[src/design/tfm_pkg.sv]
package tfm_pkg;

    localparam int QUAT_W  = 16;
    localparam int SCALE_W = 16;
    localparam int FIX_W   = 32;
    localparam int PROD_W  = 2 * QUAT_W;
    localparam int ACC_W   = PROD_W + 2;
    localparam int MUL_W   = ACC_W + SCALE_W;
    localparam int RND_SHIFT = 20;
    localparam int RES_W   = MUL_W - RND_SHIFT;
    localparam int AXIS_N  = 9;

    typedef logic signed [QUAT_W-1:0]  quat_t;
    typedef logic signed [SCALE_W-1:0] scale_t;
    typedef logic signed [FIX_W-1:0]   fix_t;
    typedef logic signed [PROD_W-1:0]  prod_t;
    typedef logic signed [ACC_W-1:0]   acc_t;
    typedef logic signed [MUL_W-1:0]   mul_t;
    typedef logic signed [RES_W-1:0]   res_t;

    // 1.0 at the 2^28 scale of Q2.14 products
    localparam acc_t ONE_Q28  = acc_t'(64'sd1 <<< 28);
    localparam mul_t RND_HALF = mul_t'(64'sd1 <<< (RND_SHIFT - 1));

    typedef struct packed {
        prod_t xx;
        prod_t yy;
        prod_t zz;
        prod_t xy;
        prod_t xz;
        prod_t yz;
        prod_t wx;
        prod_t wy;
        prod_t wz;
    } prod_set_t;

    typedef struct packed {
        scale_t x;
        scale_t y;
        scale_t z;
    } scale_vec_t;

    typedef struct packed {
        fix_t x;
        fix_t y;
        fix_t z;
    } pos_vec_t;

endpackage

[src/design/tfm_axis.sv]
module tfm_axis (
    input  logic                aclk,
    input  logic                aresetn,
    input  logic                in_valid,
    output logic                in_ready,
    input  tfm_pkg::prod_set_t  prods,
    input  tfm_pkg::scale_vec_t scale_in,
    input  tfm_pkg::pos_vec_t   pos_in,
    output logic                out_valid,
    input  logic                out_ready,
    output tfm_pkg::acc_t       acc [tfm_pkg::AXIS_N],
    output tfm_pkg::scale_vec_t scale_out,
    output tfm_pkg::pos_vec_t   pos_out
);

    logic                valid_reg;
    tfm_pkg::acc_t       acc_reg  [tfm_pkg::AXIS_N];
    tfm_pkg::acc_t       acc_next [tfm_pkg::AXIS_N];
    tfm_pkg::scale_vec_t scale_reg;
    tfm_pkg::pos_vec_t   pos_reg;

    function automatic tfm_pkg::acc_t twice_sum(tfm_pkg::prod_t a, tfm_pkg::prod_t b);
        return (tfm_pkg::acc_t'(a) + tfm_pkg::acc_t'(b)) <<< 1;
    endfunction

    function automatic tfm_pkg::acc_t twice_diff(tfm_pkg::prod_t a, tfm_pkg::prod_t b);
        return (tfm_pkg::acc_t'(a) - tfm_pkg::acc_t'(b)) <<< 1;
    endfunction

    assign in_ready = !valid_reg || out_ready;

    // rotated basis axes, column order, at scale 2^28
    always_comb begin
        acc_next[0] = tfm_pkg::ONE_Q28 - twice_sum(prods.yy, prods.zz);
        acc_next[1] = twice_sum(prods.xy, prods.wz);
        acc_next[2] = twice_diff(prods.xz, prods.wy);
        acc_next[3] = twice_diff(prods.xy, prods.wz);
        acc_next[4] = tfm_pkg::ONE_Q28 - twice_sum(prods.xx, prods.zz);
        acc_next[5] = twice_sum(prods.yz, prods.wx);
        acc_next[6] = twice_sum(prods.xz, prods.wy);
        acc_next[7] = twice_diff(prods.yz, prods.wx);
        acc_next[8] = tfm_pkg::ONE_Q28 - twice_sum(prods.xx, prods.yy);
    end

    always_ff @(posedge aclk) begin
        if (!aresetn) begin
            valid_reg <= 1'b0;
        end else if (in_ready) begin
            valid_reg <= in_valid;
        end
    end

    always_ff @(posedge aclk) begin
        if (in_ready && in_valid) begin
            acc_reg   <= acc_next;
            scale_reg <= scale_in;
            pos_reg   <= pos_in;
        end
    end

    assign out_valid = valid_reg;
    assign acc       = acc_reg;
    assign scale_out = scale_reg;
    assign pos_out   = pos_reg;

endmodule

[config.mk]
export PLATFORM = sky130hd
export DESIGN_NAME = tfm_axis
export DESIGN_NICKNAME = d
export VERILOG_FILES = /design/src/design/tfm_pkg.sv /design/src/design/tfm_axis.sv
export SDC_FILE = /design/constraint.sdc
export NUM_CORES = 1
export LEC_CHECK = 0
export ABC_CLOCK_PERIOD_IN_PS = 44600
export BUFFER_PORTS_ARGS = -buffer_cell sky130_fd_sc_hd__buf_4
export CAP_MARGIN = 20
export CORE_AREA = 2 2 341 343
export DETAILED_ROUTE_END_ITERATION = 10
export DIE_AREA = 0 0 343 345
export GPL_ROUTABILITY_DRIVEN = 1
export GPL_TIMING_DRIVEN = 1
export SLEW_MARGIN = 30
export SYNTH_ARGS = -nofsm -noshare
export SYNTH_HDL_FRONTEND = slang
export SYNTH_SLANG_ARGS = --single-unit
[constraint.sdc]
create_clock -name aclk -period 44.6 [get_ports aclk]
set_input_delay 13.38 -clock aclk [delete_from_list [all_inputs] [get_ports aclk]]
set_output_delay 13.38 -clock aclk [all_outputs]
set_load 0.05 [all_outputs]
==> impl_results.rst <==
.. list-table::
   :header-rows: 1

   * - Metric
     - Value
   * - Data arrival time at the worst-slack endpoint
     - 13.85 ns
   * - Net load switching power
     - between 500 and 600 uW
   * - Number of enable flip-flop cells after synthesis
     - approximately 440
   * - Total routing resource utilization after global routing
     - 16.3%
   * - Worst setup path category
     - in2out
   * - Number of flip-flops under the largest register name
     - 294
   * - Maximum clock skew at final layout
     - ~0.014 ns
   * - Post-route standard cell area excluding fillers
     - 39400 um^2
   * - Detailed Routing Iterations Pass 1
     - 5
   * - Clock share of power
     - 28.9%
   * - Wire length per cell after detailed routing
     - 19.3 um
   * - Endpoint required time on the critical path
     - between 30 and 40 ns
   * - Average instance area after synthesis
     - slightly above 10 um^2
   * - Maximum number of pins on one net before global-route repair
     - 70
   * - Sequential cell area
     - 13200 um^2
   * - Type of element launching the critical path
     - input pin
   * - Number of instances in the synthesized netlist
     - approximately 2900
   * - Fraction of the mapped netlist area in compound gates
     - about 16%
   * - Setup repair bufs after CTS
     - 0
   * - Post-CTS resize count
     - 0
   * - Unrepaired setup endpoints after global routing
     - no
   * - Area of the die
     - around 120000 um^2
   * - Maximum net fanout on the critical path
     - 3
   * - Power per unit of standard cell area
     - approximately 39 nW/um^2
   * - Global-route congestion overflow total
     - 0
   * - CTS H-tree depth
     - 2
   * - Warning count from the yosys run
     - 0
   * - Vias after detailed routing
     - 24700
   * - Most common cell after layout, fill and taps aside
     - sky130_fd_sc_hd__buf_4
   * - Final Core Density
     - 34.3%
   * - Routed Wire Length
     - 102000 um
   * - Post-Synth Adder-Cell Area
     - roughly an eighth
   * - Iteration-0 DRC count of the detailed router
     - 1347
   * - Clock input transition at the sequential cells of the worst setup and hold paths
     - 0.06 ns
   * - First-pass GRT wire length
     - 148000 um
   * - Number of primary I/O pins
     - 888
   * - Count of hold-fix buffers inserted at cts
     - 0
   * - Footprint of the multi-input gates
     - 15100 um^2
   * - Final weighted congestion of routability-driven global placement
     - 0.924
   * - Vias/cell
     - 4.67
   * - Max-Slew Margin vs Limit
     - 37.8%
   * - Fmax
     - 0.0367 GHz
   * - Final critical-path share of the clock period
     - 61.1%
   * - Main synth FF type
     - sky130_fd_sc_hd__edfxtp_1
   * - Area overhead of the layout relative to synthesis
     - 33.7%
   * - Sink count of the clock tree
     - about 440
   * - Share of final-layout standard cells stronger than drive strength 1
     - 26.9%
   * - Main combinational cell family by area after synthesis
     - compound AO/OA/AOI/OAI gates
   * - Simple-gate area share of the yosys netlist
     - 12.7%
   * - Slew Limit Fails
     - 0
   * - Latest clock arrival within the worst-skew pair
     - 0.63 ns
   * - Worst-Margin Slew
     - about 0.93 ns
   * - Clock buffers created by TritonCTS
     - 55
   * - Run status
     - finished clean
   * - P_int
     - 957 uW
   * - Post-placement cell area
     - 37700 um^2
   * - Clock period minus final worst setup slack
     - 27.23 ns
   * - Kind of end point of the critical path
     - primary output
   * - Post-detailed-placement half-perimeter wirelength
     - between 80000 and 90000 um
   * - Switching portion of total power
     - roughly 37%
   * - Sequential element share of the synthesized area
     - 44.6%
   * - # rows
     - 125
   * - Library cell used as clock root buffer
     - sky130_fd_sc_hd__clkbuf_16
   * - CTS tree
     - yes
   * - Number of max-cap violations
     - 0
   * - Async SR Flop Fraction
     - 0%
   * - # DRC
     - 0
   * - Worst-case clock buffer depth
     - 3
   * - Part of the total power dissipated in combinational logic
     - 35.9%
   * - Chip Height
     - roughly 350 um
   * - Setup_tns
     - 0 ns
   * - Fill cell instance count of the final layout
     - 11700
   * - Worst hold slack
     - 0.570 ns
   * - Initial Util
     - 25.6%
   * - Distinct cell type count of the synthesized netlist
     - 99
   * - Number of global-route vias before repair
     - 24400
   * - Final hold violation count
     - 0
   * - Number of storage elements in the synthesis netlist
     - ~440
   * - Antenna violations before repair
     - 5
   * - Class of the most critical hold timing path
     - reg2reg
   * - Commonest non-fill, non-tap cells in the layout
     - sky130_fd_sc_hd__buf_4 (887), sky130_fd_sc_hd__edfxtp_1 (438), sky130_fd_sc_hd__nor2_1 (294)
   * - Final antenna-violating net count
     - 0
   * - Multiplexer fraction of the synthesized cell area
     - less than 1%
   * - Number of nets in the finished design
     - 4459
   * - Setup violation total in the final timing report
     - 0
   * - Number of buffer cells added on primary ports
     - 878
   * - Die width
     - 343 um
   * - Sequential cell fraction of total power
     - 35.3%
   * - Peak ir drop on the vdd network
     - 0.0314 mV
   * - Syn Std Cell Area
     - about 30000 um^2
   * - R2r setup slk
     - 40.67 ns
   * - Core area
     - between 100000 and 150000 um^2
   * - P_leak
     - 0.0168 uW
   * - Fraction of synthesized cell area in xor and xnor cells
     - 9.32%
power groups by stage:
stage / Sequential [uW] / Combinational (uW) / Clock (uW)
CTS: 537 / 548 / 454
finish: 536 / 546 / 439
global placement: 544 / 544 / 0
global route: 540 / 583 / 467
detailed placement: 544 / 545 / 0
floorplan: 705 / 215 / 0
area by class of cell:
class	instances	area share, %
clock buffers	71	3.69
well taps	1524	4.83
clock inverters	26	0.720
multi-input cells	2111	38.3
flip-flops and latches	439	33.4
repair buffers	888	16.9
diodes	4	0.0254
inverters	228	2.17
metrics by stage:
stage / cells / setup slack (ns) / power [uW]
3_3_place_gp: 5190 / 17.35 / 1090
3_5_place_dp: 5190 / 17.37 / 1090
4_1_cts: 5287 / 17.37 / 1540
5_1_grt: 5290 / 17.34 / 1590
6_report: 5291 / 17.37 / 1520
2_1_floorplan: 2876 / 17.41 / 919
critical path, cell delays in order:
cell and delay, ns:
sky130_fd_sc_hd__buf_4 0.10, sky130_fd_sc_hd__nand2b_1 0.16, sky130_fd_sc_hd__buf_4 0.20
path summary, 6_finish.rpt:
path / startpoint / to / cells past startpoint
worst max-delay path: out_ready / in_ready / 3
worst min-delay path: out_valid / out_valid / 2
worst max register to register: out_valid / acc[283] / 5
worst min register to register: out_valid / out_valid / 2
routing by layer:
layer | global-route usage (%) | vias to the layer above | share of wire, %
li1 | - | 12100 | -
met1 | 18.8 | 11800 | 39
met2 | 30.0 | 793 | 51
met3 | 3.35 | 119 | 6.9
met4 | 4.78 | 2 | 2.7
met5 | 0 | - | 0.013
synth_stat cells, drive strengths merged, types with 6 or more instances:
cell type | n | area [um^2]
a2111oi | 6 | 60.1
a211oi | 25 | 198
a21boi | 7 | 52.6
a21o | 63 | 473
a21oi | 229 | 1160
a221oi | 7 | 67.6
a311oi | 6 | 52.6
a31o | 6 | 52.6
a31oi | 21 | 131
and2 | 11 | 68.8
and3 | 32 | 200
buf | 22 | 145
clkbuf | 76 | 285
edfxtp | 438 | 13200
fa | 9 | 180
ha | 291 | 3640
inv | 228 | 856
nand2 | 128 | 480
nand2b | 41 | 257
nand3 | 49 | 250
nand3b | 7 | 52.6
nand4 | 15 | 93.8
nor2 | 296 | 1120
nor2b | 31 | 201
nor3 | 65 | 325
nor3b | 7 | 52.6
nor4 | 22 | 159
o2111ai | 8 | 76.3
o211ai | 17 | 128
o21a | 36 | 270
o21ai | 141 | 709
o21bai | 48 | 360
o22ai | 6 | 37.5
o31a | 11 | 96.3
o31ai | 17 | 128
o41ai | 8 | 85.1
or2 | 11 | 68.8
or3 | 21 | 141
or4 | 7 | 52.6
xnor2 | 214 | 1870
xor2 | 100 | 876
cell families after synthesis:
kind of cell / Yosys count
AOI/OAI and AO/OA: 715
xor gates and xnor gates: 314
adders and majority gates: 300
buffers and inverters: 326
DFF: 439
muxes: 7
other: 1
and+or+nand+nor: 766
Power figures use the tool's default switching activity.
